[config.mk]
export PLATFORM = sky130hd
export DESIGN_NAME = windowed_mismatch_placement_check
export DESIGN_NICKNAME = d
export VERILOG_FILES = /design/src/hdl/wmpc_pkg.sv /design/src/hdl/windowed_mismatch_placement_check.sv /design/src/hdl/wmpc_window_mem.sv /design/src/hdl/wmpc_front.sv /design/src/hdl/wmpc_tally.sv
export SDC_FILE = /design/constraint.sdc
export NUM_CORES = 1
export LEC_CHECK = 0
export BUFFER_PORTS_ARGS = -buffer_cell sky130_fd_sc_hd__buf_2
export CORE_ASPECT_RATIO = 0.6
export CORE_MARGIN = 3
export CORE_UTILIZATION = 25
export CTS_CLUSTER_SIZE = 24
export DETAILED_ROUTE_END_ITERATION = 6
export SETUP_SLACK_MARGIN = 0.4
export SLEW_MARGIN = 40
export SYNTH_ARGS = -nofsm -noshare
export SYNTH_HDL_FRONTEND = slang
export SYNTH_SLANG_ARGS = --single-unit
[constraint.sdc]
create_clock -name clk -period 4.1 [get_ports clk]
set_clock_uncertainty 0.05 [all_clocks]
set_input_delay 0.205 -clock clk [delete_from_list [all_inputs] [get_ports clk]]
set_output_delay 0.205 -clock clk [all_outputs]
set_load 0.005 [all_outputs]
[src/hdl/wmpc_pkg.sv]
// Shared types and constants for the windowed mismatch placement check.
`default_nettype none
package wmpc_pkg;

	localparam int MaxMisW   = 6;
	localparam int QualW     = 8;
	localparam int CfgDataW  = 8;
	localparam int CfgAddrW  = 1;

	localparam logic [CfgAddrW-1:0] CFG_MAX_WINDOW_MISMATCHES = 1'd0;
	localparam logic [CfgAddrW-1:0] CFG_TRUSTED_QUALITY       = 1'd1;

	localparam logic [MaxMisW-1:0] MAX_MIS_RESET = 6'd4;
	localparam logic [QualW-1:0]   TRUSTED_RESET = 8'd30;

	localparam logic [1:0] REASON_PASS      = 2'd0;
	localparam logic [1:0] REASON_TRUSTED   = 2'd1;
	localparam logic [1:0] REASON_SHORT     = 2'd2;
	localparam logic [1:0] REASON_NO_WINDOW = 2'd3;

	typedef struct packed {
		logic [1:0]       read_base;
		logic [1:0]       edge_base;
		logic [QualW-1:0] base_quality;
		logic             last_pair;
	} in_item_t;

	typedef struct packed {
		logic       placement_good;
		logic [1:0] fail_reason;
	} out_item_t;

	// Per-transaction flags handed from the front stage to the tally stage
	typedef struct packed {
		logic mis;          // read base differs from edge base
		logic trusted_hit;  // mismatch at or above trusted quality
		logic last;         // final pair of the overlap
		logic short_ovl;    // overlap still shorter than the window
		logic slot_live;    // slot leaving the window was written in this overlap
		logic fwd;          // slot was written in the cycle it was read
		logic fwd_bit;      // value written in that cycle
	} pipe_flags_t;

endpackage
`default_nettype wire

[src/hdl/windowed_mismatch_placement_check.sv]
// Windowed mismatch placement check: streams aligned base pairs, gives one verdict per overlap.
//
// Input channel in_valid/in_ready/in_data carries one aligned pair per
// transaction; last_pair closes the overlap. Output channel
// out_valid/out_ready/out_data carries one verdict per overlap, produced
// from the transaction that closed it. Other pairs give no output.
// The closing pair is registered in the front stage, then the tally stage
// registers the verdict and raises out_valid. Throughput: one pair per cycle
// while in_ready is high; the window flags live in a one-bit-wide memory that
// is read when a pair is taken and written back as that pair leaves the tally
// stage, with a bypass when both touch the same slot. A stalled out_ready holds
// a pending verdict in the output register while pairs keep flowing; only when
// the next closing pair reaches the tally stage do both stages hold and in_ready
// drop, and in_ready returns in the cycle the verdict is taken. The user must
// write registers through cfg_we/cfg_addr/cfg_wdata only while the block is
// idle; the block does not enforce this. Reset restores the register defaults
// (limit 4, trusted quality 30) and empties the window; the memory needs no
// clearing pass since only slots written in the current overlap are ever counted.
`default_nettype none
module windowed_mismatch_placement_check
	import wmpc_pkg::*;
#(
	parameter int WINDOW_LEN = 60
) (
	input  wire logic                clk,
	input  wire logic                arst_n,
	input  wire logic                in_valid,
	output logic                     in_ready,
	input  wire in_item_t            in_data,
	output logic                     out_valid,
	input  wire logic                out_ready,
	output out_item_t                out_data,
	input  wire logic                cfg_we,
	input  wire logic [CfgAddrW-1:0] cfg_addr,
	input  wire logic [CfgDataW-1:0] cfg_wdata
);

	localparam int AW = (WINDOW_LEN > 1) ? $clog2(WINDOW_LEN) : 1;

	logic [MaxMisW-1:0] max_mis_q;
	logic [QualW-1:0]   trusted_qual_q;
	logic               advance;
	logic               accept;
	logic               rd_en;
	logic [AW-1:0]      rd_addr;
	logic               rd_bit;
	logic               wr_en;
	logic [AW-1:0]      wr_addr;
	logic               wr_bit;
	logic               valid_s1;
	pipe_flags_t        flags_s1;

	// hold only when a closing pair would overwrite a waiting verdict
	assign advance  = !(valid_s1 && flags_s1.last) || !out_valid || out_ready;
	assign in_ready = advance;
	assign accept   = in_valid && in_ready;

	always_ff @(posedge clk or negedge arst_n) begin
		if (!arst_n) begin
			max_mis_q      <= MAX_MIS_RESET;
			trusted_qual_q <= TRUSTED_RESET;
		end else if (cfg_we) begin
			case (cfg_addr)
				CFG_MAX_WINDOW_MISMATCHES: max_mis_q      <= cfg_wdata[MaxMisW-1:0];
				CFG_TRUSTED_QUALITY:       trusted_qual_q <= cfg_wdata[QualW-1:0];
				default: ;
			endcase
		end
	end

	wmpc_front #(
		.WINDOW_LEN(WINDOW_LEN),
		.AW(AW)
	) u_front (
		.clk(clk),
		.arst_n(arst_n),
		.accept(accept),
		.advance(advance),
		.item(in_data),
		.trusted_quality(trusted_qual_q),
		.rd_en(rd_en),
		.rd_addr(rd_addr),
		.wr_en(wr_en),
		.wr_addr(wr_addr),
		.wr_bit(wr_bit),
		.valid_s1(valid_s1),
		.flags_s1(flags_s1)
	);

	wmpc_window_mem #(
		.DEPTH(WINDOW_LEN),
		.AW(AW)
	) u_mem (
		.clk(clk),
		.we(wr_en),
		.waddr(wr_addr),
		.wdata(wr_bit),
		.re(rd_en),
		.raddr(rd_addr),
		.rdata(rd_bit)
	);

	wmpc_tally #(
		.WINDOW_LEN(WINDOW_LEN)
	) u_tally (
		.clk(clk),
		.arst_n(arst_n),
		.advance(advance),
		.valid_s1(valid_s1),
		.flags_s1(flags_s1),
		.rd_bit(rd_bit),
		.mis_limit(max_mis_q),
		.out_ready(out_ready),
		.out_valid(out_valid),
		.out_data(out_data)
	);

endmodule
`default_nettype wire

[src/hdl/wmpc_window_mem.sv]
// One-bit-wide mismatch flag memory, one write and one registered read port.
`default_nettype none
module wmpc_window_mem #(
	parameter int DEPTH = 60,
	parameter int AW    = (DEPTH > 1) ? $clog2(DEPTH) : 1
) (
	input  wire logic          clk,
	input  wire logic          we,
	input  wire logic [AW-1:0] waddr,
	input  wire logic          wdata,
	input  wire logic          re,
	input  wire logic [AW-1:0] raddr,
	output logic               rdata
);

	logic mem [DEPTH];

	always_ff @(posedge clk) begin
		if (we) begin
			mem[waddr] <= wdata;
		end
		if (re) begin
			rdata <= mem[raddr];
		end
	end

endmodule
`default_nettype wire

[src/hdl/wmpc_front.sv]
// Front stage: mismatch detect, ring pointer, pair count and memory read issue.
`default_nettype none
module wmpc_front
	import wmpc_pkg::*;
#(
	parameter int WINDOW_LEN = 60,
	parameter int AW         = (WINDOW_LEN > 1) ? $clog2(WINDOW_LEN) : 1
) (
	input  wire logic             clk,
	input  wire logic             arst_n,
	input  wire logic             accept,
	input  wire logic             advance,
	input  wire in_item_t         item,
	input  wire logic [QualW-1:0] trusted_quality,
	output logic                  rd_en,
	output logic [AW-1:0]         rd_addr,
	output logic                  wr_en,
	output logic [AW-1:0]         wr_addr,
	output logic                  wr_bit,
	output logic                  valid_s1,
	output pipe_flags_t           flags_s1
);

	localparam int PW = $clog2(WINDOW_LEN + 1);
	localparam logic [PW-1:0] PAIRS_FULL = PW'(WINDOW_LEN);
	localparam logic [AW-1:0] HEAD_LAST  = AW'(WINDOW_LEN - 1);

	logic [AW-1:0] head_q;
	logic [PW-1:0] pairs_q;
	logic [AW-1:0] head_s1;
	logic [PW-1:0] pairs_next;
	logic [AW-1:0] head_next;
	logic          mis;
	logic          proc;

	assign mis        = item.read_base != item.edge_base;
	assign pairs_next = (pairs_q == PAIRS_FULL) ? PAIRS_FULL : pairs_q + PW'(1);
	assign head_next  = (head_q == HEAD_LAST) ? '0 : head_q + AW'(1);
	assign proc       = valid_s1 && advance;

	assign rd_en   = accept;
	assign rd_addr = head_q;
	assign wr_en   = proc;
	assign wr_addr = head_s1;
	assign wr_bit  = flags_s1.mis;

	always_ff @(posedge clk or negedge arst_n) begin
		if (!arst_n) begin
			head_q   <= '0;
			pairs_q  <= '0;
			valid_s1 <= 1'b0;
		end else begin
			if (advance) begin
				valid_s1 <= accept;
			end
			if (accept) begin
				// restart the ring for the next overlap after the final pair
				if (item.last_pair) begin
					head_q  <= '0;
					pairs_q <= '0;
				end else begin
					head_q  <= head_next;
					pairs_q <= pairs_next;
				end
			end
		end
	end

	always_ff @(posedge clk) begin
		if (accept) begin
			head_s1              <= head_q;
			flags_s1.mis         <= mis;
			flags_s1.trusted_hit <= mis && (item.base_quality >= trusted_quality);
			flags_s1.last        <= item.last_pair;
			flags_s1.short_ovl   <= pairs_next != PAIRS_FULL;
			flags_s1.slot_live   <= pairs_q == PAIRS_FULL;
			// the read sees old data when the tally stage writes the same slot
			flags_s1.fwd         <= proc && (head_s1 == head_q);
			flags_s1.fwd_bit     <= flags_s1.mis;
		end
	end

endmodule
`default_nettype wire

[src/hdl/wmpc_tally.sv]
// Tally stage: running window count, pass and veto flags, verdict register.
`default_nettype none
module wmpc_tally
	import wmpc_pkg::*;
#(
	parameter int WINDOW_LEN = 60
) (
	input  wire logic               clk,
	input  wire logic               arst_n,
	input  wire logic               advance,
	input  wire logic               valid_s1,
	input  wire pipe_flags_t        flags_s1,
	input  wire logic               rd_bit,
	input  wire logic [MaxMisW-1:0] mis_limit,
	input  wire logic               out_ready,
	output logic                    out_valid,
	output out_item_t               out_data
);

	localparam int TW = $clog2(WINDOW_LEN + 1);
	localparam int CW = 9;

	logic [TW-1:0] total_q;
	logic          passed_q;
	logic          trusted_q;
	logic          leaving;
	logic [TW-1:0] total_new;
	logic          passed_new;
	logic          trusted_new;
	logic          proc;
	logic [1:0]    reason;

	assign proc        = valid_s1 && advance;
	assign leaving     = flags_s1.slot_live && (flags_s1.fwd ? flags_s1.fwd_bit : rd_bit);
	assign total_new   = total_q - TW'(leaving) + TW'(flags_s1.mis);
	assign passed_new  = passed_q ||
		(!flags_s1.short_ovl && (CW'(total_new) <= CW'(mis_limit)));
	assign trusted_new = trusted_q || flags_s1.trusted_hit;

	always_comb begin
		if (flags_s1.short_ovl) begin
			reason = REASON_SHORT;
		end else if (trusted_new) begin
			reason = REASON_TRUSTED;
		end else if (passed_new) begin
			reason = REASON_PASS;
		end else begin
			reason = REASON_NO_WINDOW;
		end
	end

	always_ff @(posedge clk or negedge arst_n) begin
		if (!arst_n) begin
			total_q   <= '0;
			passed_q  <= 1'b0;
			trusted_q <= 1'b0;
			out_valid <= 1'b0;
		end else begin
			// a new verdict only enters when the register is free or being taken
			if (proc && flags_s1.last) begin
				out_valid <= 1'b1;
			end else if (out_ready) begin
				out_valid <= 1'b0;
			end
			if (proc) begin
				// drop all overlap state once the verdict is out
				if (flags_s1.last) begin
					total_q   <= '0;
					passed_q  <= 1'b0;
					trusted_q <= 1'b0;
				end else begin
					total_q   <= total_new;
					passed_q  <= passed_new;
					trusted_q <= trusted_new;
				end
			end
		end
	end

	always_ff @(posedge clk) begin
		if (proc && flags_s1.last) begin
			out_data.placement_good <= reason == REASON_PASS;
			out_data.fail_reason    <= reason;
		end
	end

endmodule
`default_nettype wire
# Word level (Yosys, flattened, before mapping)
# Memories as Yosys holds them, arrays and structs flattened. A register that Yosys moved wholly into a read port is not among the register bits.
# Cells that the tools add are included.
classes:
  add_sub_neg: 4
  n_lt_le_gt_ge: 2
  eq_ne: 5
  muxes: 15
  bitwise: 1
  n_reduce_logical: 19
ops:
  columns: ["op", "n"]
  rows:
  - ["6-bit 2-to-1 mux", 5]
  - ["6-bit by 1-bit adder with 6-bit output (second input constant)", 2]
  - ["6-bit equality test (second input constant)", 2]
  - ["8-bit >= comparator", 1]
  - ["1-bit logical AND", 8]
  - ["1-bit 2-to-1 mux", 7]
  - ["6-bit by 1-bit adder with 6-bit output", 1]
  - ["6-bit equality test", 1]
  - ["6-bit <= comparator", 1]
  - ["2-bit 2-to-1 mux", 3]
  - ["6-bit != test (second input constant)", 1]
  - ["6-bit by 1-bit subtractor with 6-bit output", 1]
  - ["1-bit logical OR", 4]
  - ["2-bit AND reduction", 2]
  - ["1-bit logical NOT", 3]
  - ["2-bit logical NOT", 1]
  - ["2-bit != test", 1]
  - ["2-bit nonzero test", 1]
  - ["1-bit inverter", 1]
word_totals:
  register_bits: 52
  ram_bits: 60
  input_bits: 27
  wordCells: 66
  memories: 1
memory_table:
  columns: ["name", "depth", "word_bits", "read_ports", "rd_clocked_by_memory_dff", "write_ports", "line_no", "text"]
  rows:
  - ["u_mem.mem", 60, 1, 1, 1, 1, "wmpc_window_mem.sv:16", "logic mem [DEPTH];"]

# Depth between registers and ports, before layout
# Gate-level depths: netlist (run 1).
depth:
  depth_word: 11
  depth_mapped: 17
  mapped_depth_nobuf: 17

# Hierarchy
# A second synthesis (run 1) with hierarchy kept.
unflattened:
  hier_cells: 449
  hier_area_um2: 5666.7
modules_own_cells:
  columns: ["module", "instances", "cells_each", "area_each_um2", "seq_area_each_um2"]
  rows:
  - ["wmpc_window_mem", 1, 189, 2777.7, 1831.8]
  - ["wmpc_front", 1, 132, 1421.4, 715.7]
  - ["wmpc_tally", 1, 95, 899.6, 315.3]
  - ["windowed_mismatch_placement_check", 1, 33, 568.0, 356.6]

# Worst setup path after synthesis (run 1)
# Ideal clock, no wire load.
synth_timing:
  path_kind: "reg2reg"
  start: "register, netlist name u_front.wr_bit"
  end: "register, netlist name u_tally.out_data[0]"
  arrival_time_ps: 3251
  required_ps: 3794
  path_slack_ps: 544
  path_stages_with_launch: 14
  n_path_buf: 0
  period_less_slack_ps: 3556
  path_cell_list: "edfxtp_1 > ha_1 > inv_1 > fa_1 > inv_1 > a21o_1 > a21oi_1 > xnor2_1 > ha_1 > and4_1 > a221oi_1 > a311oi_1 > nand2b_1 > nor2b_1"
synth_between:
  elab_chain_len: 7
synth_lines:
  columns: ["item", "line_no", "text"]
  rows:
  - ["6-bit by 1-bit adder with 6-bit output", "wmpc_tally.sv:35", "assign total_new = total_q - TW'(leaving) + TW'(flags_s1.mis);"]
  - ["6-bit <= comparator", "wmpc_tally.sv:37", "(!flags_s1.short_ovl && (CW'(total_new) <= CW'(mis_limit)));"]
  - ["1-bit logical AND", "wmpc_tally.sv:37", null]
  - ["1-bit logical OR", "wmpc_tally.sv:36", "assign passed_new = passed_q ||"]
  - ["2-bit 2-to-1 mux", "wmpc_tally.sv:45", "end else if (passed_new) begin"]
  - ["2-bit 2-to-1 mux", "wmpc_tally.sv:43", "end else if (trusted_new) begin"]
  - ["2-bit 2-to-1 mux", "wmpc_tally.sv:41", "if (flags_s1.short_ovl) begin"]
  - ["named net u_tally.reason[0]", "wmpc_tally.sv:31", "logic [1:0] reason;"]
# The timed path passes the listed nets, and every way through them passes these cells.
# A chain may end at the register's enable or synchronous reset.

# Worst setup path after layout (run 1)
layout_timing:
  start: "register, netlist name u_front.flags_s1[1]"
  end: "register, netlist name u_tally.out_data[0]"
layout_between:
  elab_chain_len: 10
layout_lines:
  columns: ["item", "line_no", "text"]
  rows:
  - ["1-bit 2-to-1 mux", "wmpc_tally.sv:34", "assign leaving = flags_s1.slot_live && (flags_s1.fwd ? flags_s1.fwd_bit : rd_bit);"]
  - ["1-bit logical AND", "wmpc_tally.sv:34", null]
  - ["6-bit by 1-bit subtractor with 6-bit output", "wmpc_tally.sv:35", null]
  - ["6-bit by 1-bit adder with 6-bit output", "wmpc_tally.sv:35", null]
  - ["6-bit <= comparator", "wmpc_tally.sv:37", null]
  - ["1-bit logical AND", "wmpc_tally.sv:37", null]
  - ["1-bit logical OR", "wmpc_tally.sv:36", null]
  - ["2-bit 2-to-1 mux", "wmpc_tally.sv:45", null]
  - ["2-bit 2-to-1 mux", "wmpc_tally.sv:43", null]
  - ["2-bit 2-to-1 mux", "wmpc_tally.sv:41", null]
  - ["named net u_tally.reason[0]", "wmpc_tally.sv:31", null]
# The timed path passes the listed nets, and every way through them passes these cells.

==> run metrics, run 1 <==
Clk Latency, worst-skew pair=about 0.42 ns; DIE HEIGHT=121 µm; Clock Power Share=0.383; number of flops mapped to enable cells by yosys=77; LEAKAGE=2.50 nW; Crit path required time=4.21 ns; drt first pass iters=5; Clock Pin Slew Worst Setup and Hold Paths=0.05 ns; Final Util=0.311; number of I/O pins=32; cell internal pwr=2.59 mW; Setup crit end kind=flop; wirelength, routed=11,400 µm; final net count=541; fin. max-slew vios=0; outcome=complete, no violations; Initial DRC Count=around 210; Mapped Area=5540 µm²; port bufs=31; R2R setup slack=0.52 ns; cts bufs inserted=17; post-layout minimum cycle time=3.58 ns; core footprint=between 20,000 and 25,000 µm²; Slew Limit Headroom=0.547; CP arrival=3.69 ns; Sequential Power Share=0.374; RR Startpoint=u_front.flags_s1[1]; RSZ-0062 raised after global routing=no; Max Freq=279 MHz; die area=24,000 µm²; Area after DPL=5960 µm²; DR vias=3,588; placed cells=739; floorplan row count=41; worst vdd ir=0.000376 V; first-pass GRT wire length=18,600 µm; clk buf depth=2; post-route cell area=6660 µm²; async set-or-reset flop fraction in the synthesized netlist=0.319; antenna cells=0; hold endpoint=u_front.wr_bit; TritonCTS clock tree=yes; largest net degree at the start of global routing=62; post-route non-filler standard cell count=between 700 and 800; clock tree root buffer cell=clkbuf_16; # setup viols final=0; worst-case reg-to-reg path depth=17; count of final hold-check violations=0; Post-Synthesis Cells=446; Via density=~4.6; Final Total Pwr=3.69 mW; vias in the first global route=3,622; synth unique cells=50; drt wl/cell=14.6 µm; setup TNS=0 ns; commonest non-fill, non-tap cell in the layout=edfxtp_1; Sink Count=around 110; layout cells sized above 1=0.195; top_reg_cell synth=edfxtp_1; Initial Util=0.259; Sw Pwr=roughly 1.1 mW; H-tree depth=4; Comb pwr share=0.243; syn_nets=497; crit path kind=flop to flop; Max Cap Viol=0; startpoint types=flop; Final ANT Viol Nets=0; GRT Total Usage=0.101; grt ovf=0; Hold Path Class=input pin to flop; GP Congestion=approximately 0.8; R2R Path End=u_tally.out_data[0]; fillers=2,097; register bit total from synthesis=113; worst hold stages=3; Syn-to-layout area delta=20.3%; critical path fanouts, max=3; Ys Warns=0; hold wc startpoint=in_data[12]; PwrDens=555 nW/µm²; sequential area share after synthesis=0.581; post-DP HPWL=approximately 8000 µm; chip width=198 µm; mean area per synthesized cell=12.4 µm²; Sw Share=0.299; initial antenna violation count=0; drt drc=0; commonest cells after routing, fill and taps aside=edfxtp_1 (77), nor2_1 (76), inv_1 (34), buf_2 (30), dfrtp_1 (30); worst-margin pin slew=0.678 ns; crit share post-route=0.874
## worst max-delay path, stage by stage, from the launching register on
cell,delay (ns)
edfxtp_1,0.37
mux2i_1,0.13
nor2b_1,0.15
ha_2,0.29
inv_1,0.05
ha_1,0.15
inv_1,0.06
fa_2,0.35
inv_1,0.08
a21o_1,0.11
a21oi_1,0.07
xnor2_1,0.25
ha_1,0.29
and4_1,0.22
a221oi_2,0.31
a311oi_2,0.10
nand2b_1,0.18
nor2b_1,0.14
## kinds of logic after synthesis
logic type | Yosys count | share of synthesized area
AND/OR/NAND/NOR | 148 | 0.124
buffers and inverters | 53 | 0.0411
multiplexers | 28 | 0.0958
adder cells (fa/ha/maj) | 24 | 0.0556
flip-flops | 113 | 0.581
XOR/XNOR | 14 | 0.0221
AO/OA/AOI/OAI | 66 | 0.0800
## cells in the mapped netlist, types with 2 or more instances
library cell | number | share of area
a21o_1 | 8 | 0.011
a21oi_1 | 13 | 0.012
a221oi_1 | 3 | 0.0047
a22o_1 | 6 | 0.0095
a31oi_1 | 3 | 0.0034
and2_1 | 2 | 0.0023
buf_2 | 4 | 0.0036
clkbuf_1 | 12 | 0.0081
dfrtp_1 | 31 | 0.14
dfstp_2 | 5 | 0.024
edfxtp_1 | 77 | 0.42
ha_1 | 23 | 0.052
inv_1 | 34 | 0.023
mux2_2 | 10 | 0.020
mux2i_1 | 2 | 0.0036
mux4_1 | 10 | 0.047
mux4_2 | 6 | 0.024
nand2_1 | 24 | 0.016
nand2b_1 | 5 | 0.0056
nand3_1 | 9 | 0.0081
nand3b_1 | 8 | 0.011
nand4_1 | 2 | 0.0023
nand4b_1 | 2 | 0.0032
nor2_1 | 76 | 0.052
nor2b_1 | 8 | 0.0090
nor3_1 | 3 | 0.0027
nor3b_1 | 2 | 0.0027
nor4_1 | 2 | 0.0023
o21ai_0 | 18 | 0.016
o21bai_1 | 2 | 0.0027
o31ai_1 | 2 | 0.0027
o41ai_1 | 3 | 0.0047
or3b_2 | 2 | 0.0032
xnor2_1 | 11 | 0.017
xor2_1 | 3 | 0.0047
## what timing repair did
item                                   in CTS  in global routing
gates resized for setup                     0                  5
setup endpoints to repair                   0                  3
hold buffers                               10                  0
endpoints found under the hold margin      43                  0
buffers inserted                            0                  1
## power groups by stage
stage	logic, mW	registers [mW]	clock network, mW
2_1_floorplan	0.624	1.37	0
3_3_place_gp	0.751	1.40	0
3_5_place_dp	0.793	1.40	0
4_1_cts	0.807	1.38	1.44
5_1_grt	0.992	1.39	1.49
6_report	0.898	1.38	1.42
## metrics by stage
stage / worst slack [ns] / hold slack, ns
after global placement: 0.659 / 0.294
after global routing: 0.341 / 0.114
after floorplan: 0.544 / -0.141
after detailed placement: 0.482 / 0.304
after CTS: 0.466 / 0.0770
final: 0.515 / 0.0896
## worst max path at each step
| stage | start | endpoint | slack (ns) | depth (start not counted) |
|---|---|---|---|---|
| after global routing | u_front.flags_s1[1] | u_tally.out_data[0] | 0.34 | 17 |
| final | u_front.flags_s1[1] | u_tally.out_data[0] | 0.52 | 17 |
| after detailed placement | u_front.flags_s1[1] | u_tally.out_data[0] | 0.48 | 17 |
| after CTS | u_front.flags_s1[1] | u_tally.out_data[0] | 0.47 | 17 |
| after global placement | u_front.flags_s1[1] | u_tally.out_data[0] | 0.66 | 16 |
| after floorplan | u_front.wr_bit | u_tally.out_data[0] | 0.54 | 13 |
## cell type report
class / instances / area [µm²] / area share
flip-flops and latches: 113 / 3220 / 0.483
multi-input cells: 280 / 2110 / 0.317
clock buffers: 17 / 425 / 0.0639
well taps: 279 / 349 / 0.0524
repair buffers: 44 / 280 / 0.0421
clock inverters: 15 / 148 / 0.0222
inverters: 34 / 128 / 0.0192
## state kept, by name (all words and copies together), names as in the netlist
signal             cells
max_mis_q              6
trusted_qual_q         8
u_front.flags_s1       6
u_front.pairs_q        6
u_front.rd_addr        6
u_front.valid_s1       1
u_front.wr_addr        6
u_front.wr_bit         1
u_mem.mem             60
u_mem.rdata            1
u_tally.out_data       3
u_tally.out_valid      1
u_tally.passed_q       1
u_tally.total_q        6
u_tally.trusted_q      1
## per-layer routing
layer,GRT usage,vias up,part of all wire
met5,0,-,0
met4,0.0353,0,0.0096
met1,0.140,1778,0.47
met3,0.0308,13,0.067
met2,0.148,94,0.45
li1,-,1703,-
No activity file was read; power rests on OpenSTA's default activity.
==> run 2, diff against run 1 <==
--- a/config.mk
+++ b/config.mk
@@ -5,6 +5,7 @@
 export SDC_FILE = /design/constraint.sdc
 export NUM_CORES = 1
 export LEC_CHECK = 0
+export ABC_AREA = 1
 export BUFFER_PORTS_ARGS = -buffer_cell sky130_fd_sc_hd__buf_2
 export CORE_ASPECT_RATIO = 0.6
 export CORE_MARGIN = 3
==> run metrics, run 2 <==
port bufs=31 (unchanged); outcome=complete, no violations; antenna cells=0 (unchanged); register bit total from synthesis=113 (unchanged); Final Util=0.310 (-0.00165); mean area per synthesized cell=9.26 µm² (-25%); GP Congestion=0.838 (+6.3%); setup TNS=0 ns (unchanged); crit path kind=flop to flop; syn_nets=676 (+36%); most frequent CP cell=nand2_1; grt ovf=0 (unchanged); synth unique cells=33 (-34%); delay-heaviest family, CP=adder cells; Ys Warns=0 (unchanged); core footprint=22,400 µm² (+4.6%); worst-margin pin slew=0.664 ns (-0.0142 ns); TritonCTS clock tree=yes; top post-synthesis cells by area=edfxtp_1 (40%), dfrtp_1 (13%), nand2_1 (8.8%); # setup viols final=0 (unchanged); die area=25,100 µm² (+4.4%); count of final hold-check violations=0 (unchanged); critical path fanouts, max=3 (unchanged); Setup crit end kind=flop; async set-or-reset flop fraction in the synthesized netlist=0.319 (unchanged); number of I/O pins=32 (unchanged); CP arrival=3.45 ns (-0.24 ns); initial antenna violation count=0 (unchanged); PnR worst setup slack=0.754 ns (+0.239 ns); Synth top area share=0.399 (-0.0182); Worst path slowest cell=fa_1; Post-Synthesis Cells=625 (+40%); vias in the first global route=4,150 (+15%); worst hold stages=3 (unchanged); Largest regs=u_mem.mem (60), trusted_qual_q (8); worst vdd ir=0.000284 V (-24%); largest net degree at the start of global routing=62 (unchanged); Syn-to-layout area delta=19.8%; wirelength, routed=13,700 µm (+19%); Via density=4.37 (-4.8%); Max Freq=299 MHz (+7.2%); Hold Path Class=input pin to flop; DIE HEIGHT=124 µm (+2.1%); final net count=721 (+33%); top_reg_cell synth=edfxtp_1; post-layout minimum cycle time=3.35 ns (-0.239 ns); R2R setup slack=0.75 ns (+0.24 ns); Clock Pin Slew Worst Setup and Hold Paths=0.05 ns (about the same); Slew Limit Headroom=0.556 (+0.00863); Final ANT Viol Nets=0 (unchanged); Worst path max stage delay=0.41 ns (+0.04 ns); drt wl/cell=13.8 µm (-5.7%); chip width=202 µm (+2.2%); commonest cells in the netlist=nand2_1 (135), nor2_1 (103), inv_1 (88), edfxtp_1 (77), nand3_1 (45); leading area contributor after synthesis=edfxtp_1; most frequent cell after synthesis=nand2_1; drt drc=0 (unchanged); Max Cap Viol=0 (unchanged); commonest cells after routing, fill and taps aside=nand2_1 (135), nor2_1 (103), inv_1 (88), edfxtp_1 (77), nand3_1 (45); Final Total Pwr=4.08 mW (+10%); RSZ-0062 raised after global routing=no; hold wc startpoint=cfg_wdata[6]; H-tree depth=4 (unchanged); Hold Slack=0.00579 ns (-0.0839 ns); sequential area share after synthesis=0.556 (-0.0254); clk buf depth=2 (unchanged); DR vias=4,329 (+21%); Mapped Area=5790 µm² (+4.6%); hold endpoint=trusted_qual_q[6]; layout cells sized above 1=0.117 (-0.0777); crit share post-route=0.816 (-0.0584); CP Cell Sequence=o21ai_0 -> a21oi_1 -> ha_1 -> inv_1 -> ha_1 -> inv_1 -> fa_1 -> o21ai_0 -> xnor2_1 -> inv_1 -> ha_1 -> nand2_1 -> nor2_1 -> o21ai_0 -> nand3_1 -> nand2_1 -> nand2_1 -> nand2_1 -> nand2_1 -> nor2_1; number of flops mapped to enable cells by yosys=77 (unchanged); cts bufs inserted=17 (unchanged); fin. max-slew vios=0 (unchanged); PwrDens=588 nW/µm² (+6.1%); worst-case reg-to-reg path depth=20 (+3); post-DP HPWL=9360 µm (+17%); Post-CTS Setup Inserts=0 (unchanged); startpoint types=flop; clock tree root buffer cell=clkbuf_16; RR Startpoint=u_front.flags_s1[1]; GRT Total Usage=0.114 (+0.0139); R2R Path End=u_tally.out_data[2]; drt first pass iters=5 (unchanged); largest reg by FF count=u_mem.mem; Initial Util=0.259 (about the same); Sink Count=113 (unchanged); Clk Latency, worst-skew pair=0.41 ns (about the same); floorplan row count=42 (+2.4%); LEAKAGE=2.96 nW (+19%); first-pass GRT wire length=22,200 µm (+20%); Crit path required time=4.21 ns (about the same); Initial DRC Count=368 (+72%); max reg flops=60 (unchanged); commonest non-fill, non-tap cell in the layout=nand2_1; pre-CTS setup slack=0.823 ns (+0.341 ns); CP Buf/Inv Count=3 (unchanged)
## run 2: cell count changes after synthesis, moves of 8 or more
cell      before  now
nand3_1        9   45
nand4_1        2   11
mux2_2        10    0
clkbuf_1      12    2
nor2b_1        8    0
inv_1         34   88
mux4_1        10    0
nand2_1       24  135
nor2_1        76  103
o21ai_0       18   33
nand3b_1       8    0
## run 2: worst max path at each step
| stage | start | endpoint | slack (ns) | cells after the start |
|---|---|---|---|---|
| after floorplan | u_front.wr_bit | u_tally.out_data[2] | 0.80 | 16 |
| after global placement | u_front.flags_s1[1] | u_tally.out_data[2] | 0.89 | 20 |
| after detailed placement | u_front.flags_s1[1] | u_tally.out_data[2] | 0.82 | 20 |
| after CTS | u_front.flags_s1[1] | u_tally.out_data[2] | 0.76 | 20 |
| after global routing | u_front.flags_s1[1] | u_tally.out_data[2] | 0.41 | 20 |
| final | u_front.flags_s1[1] | u_tally.out_data[2] | 0.75 | 20 |
## run 2: cell families (layout without fill, tap and decap cells)
kind of cell | count (synthesis) | in the layout | synth area share
and+or+nand+nor | 302 | 302 | 0.225
DFF | 113 | 113 | 0.556
xor gates and xnor gates | 15 | 15 | 0.0227
adders and majority gates | 24 | 24 | 0.0532
buffers and inverters | 106 | 164 | 0.0821
AOI/OAI and AO/OA | 65 | 65 | 0.0612
## run 2: final cells by class
class / count / area [µm²]
Fill cell: 2381 / 15500
Sequential cell: 113 / 3220
Multi-Input combinational cell: 406 / 2090
Clock buffer: 18 / 429
Tap cell: 308 / 385
Inverter: 92 / 353
Timing Repair Buffer: 40 / 240
Clock inverter: 14 / 213
## run 2: timing repair
action                                 CTS  global route
hold buffers                             6             0
resized for setup                        0             0
endpoints found under the hold margin   37             0
## run 2: metrics by stage
stage,instance area [µm²],instances
6_report,6930,991
5_1_grt,6930,991
4_1_cts,6930,991
3_5_place_dp,6230,953
3_3_place_gp,6230,953
2_1_floorplan,5790,625
## run 2: report_power, final
group          total (mW)  switching [mW]  internal (mW)
clock                1.61           0.534           1.08
combinational        1.05           0.664          0.390
sequential           1.41          0.0954           1.32
## run 2: layer usage
layer	track usage	vias up	wire length, µm
li1	-	2142	-
met1	0.166	2031	6880
met2	0.162	141	5510
met3	0.0366	15	1140
met4	0.0350	0	129
met5	0	-	0
## run 2: worst min-delay path, delay by kind of cell
family          cells  cell delay (ns)
compound gates      1             0.10
buf+inv             1             0.08
simple gates        1             0.04
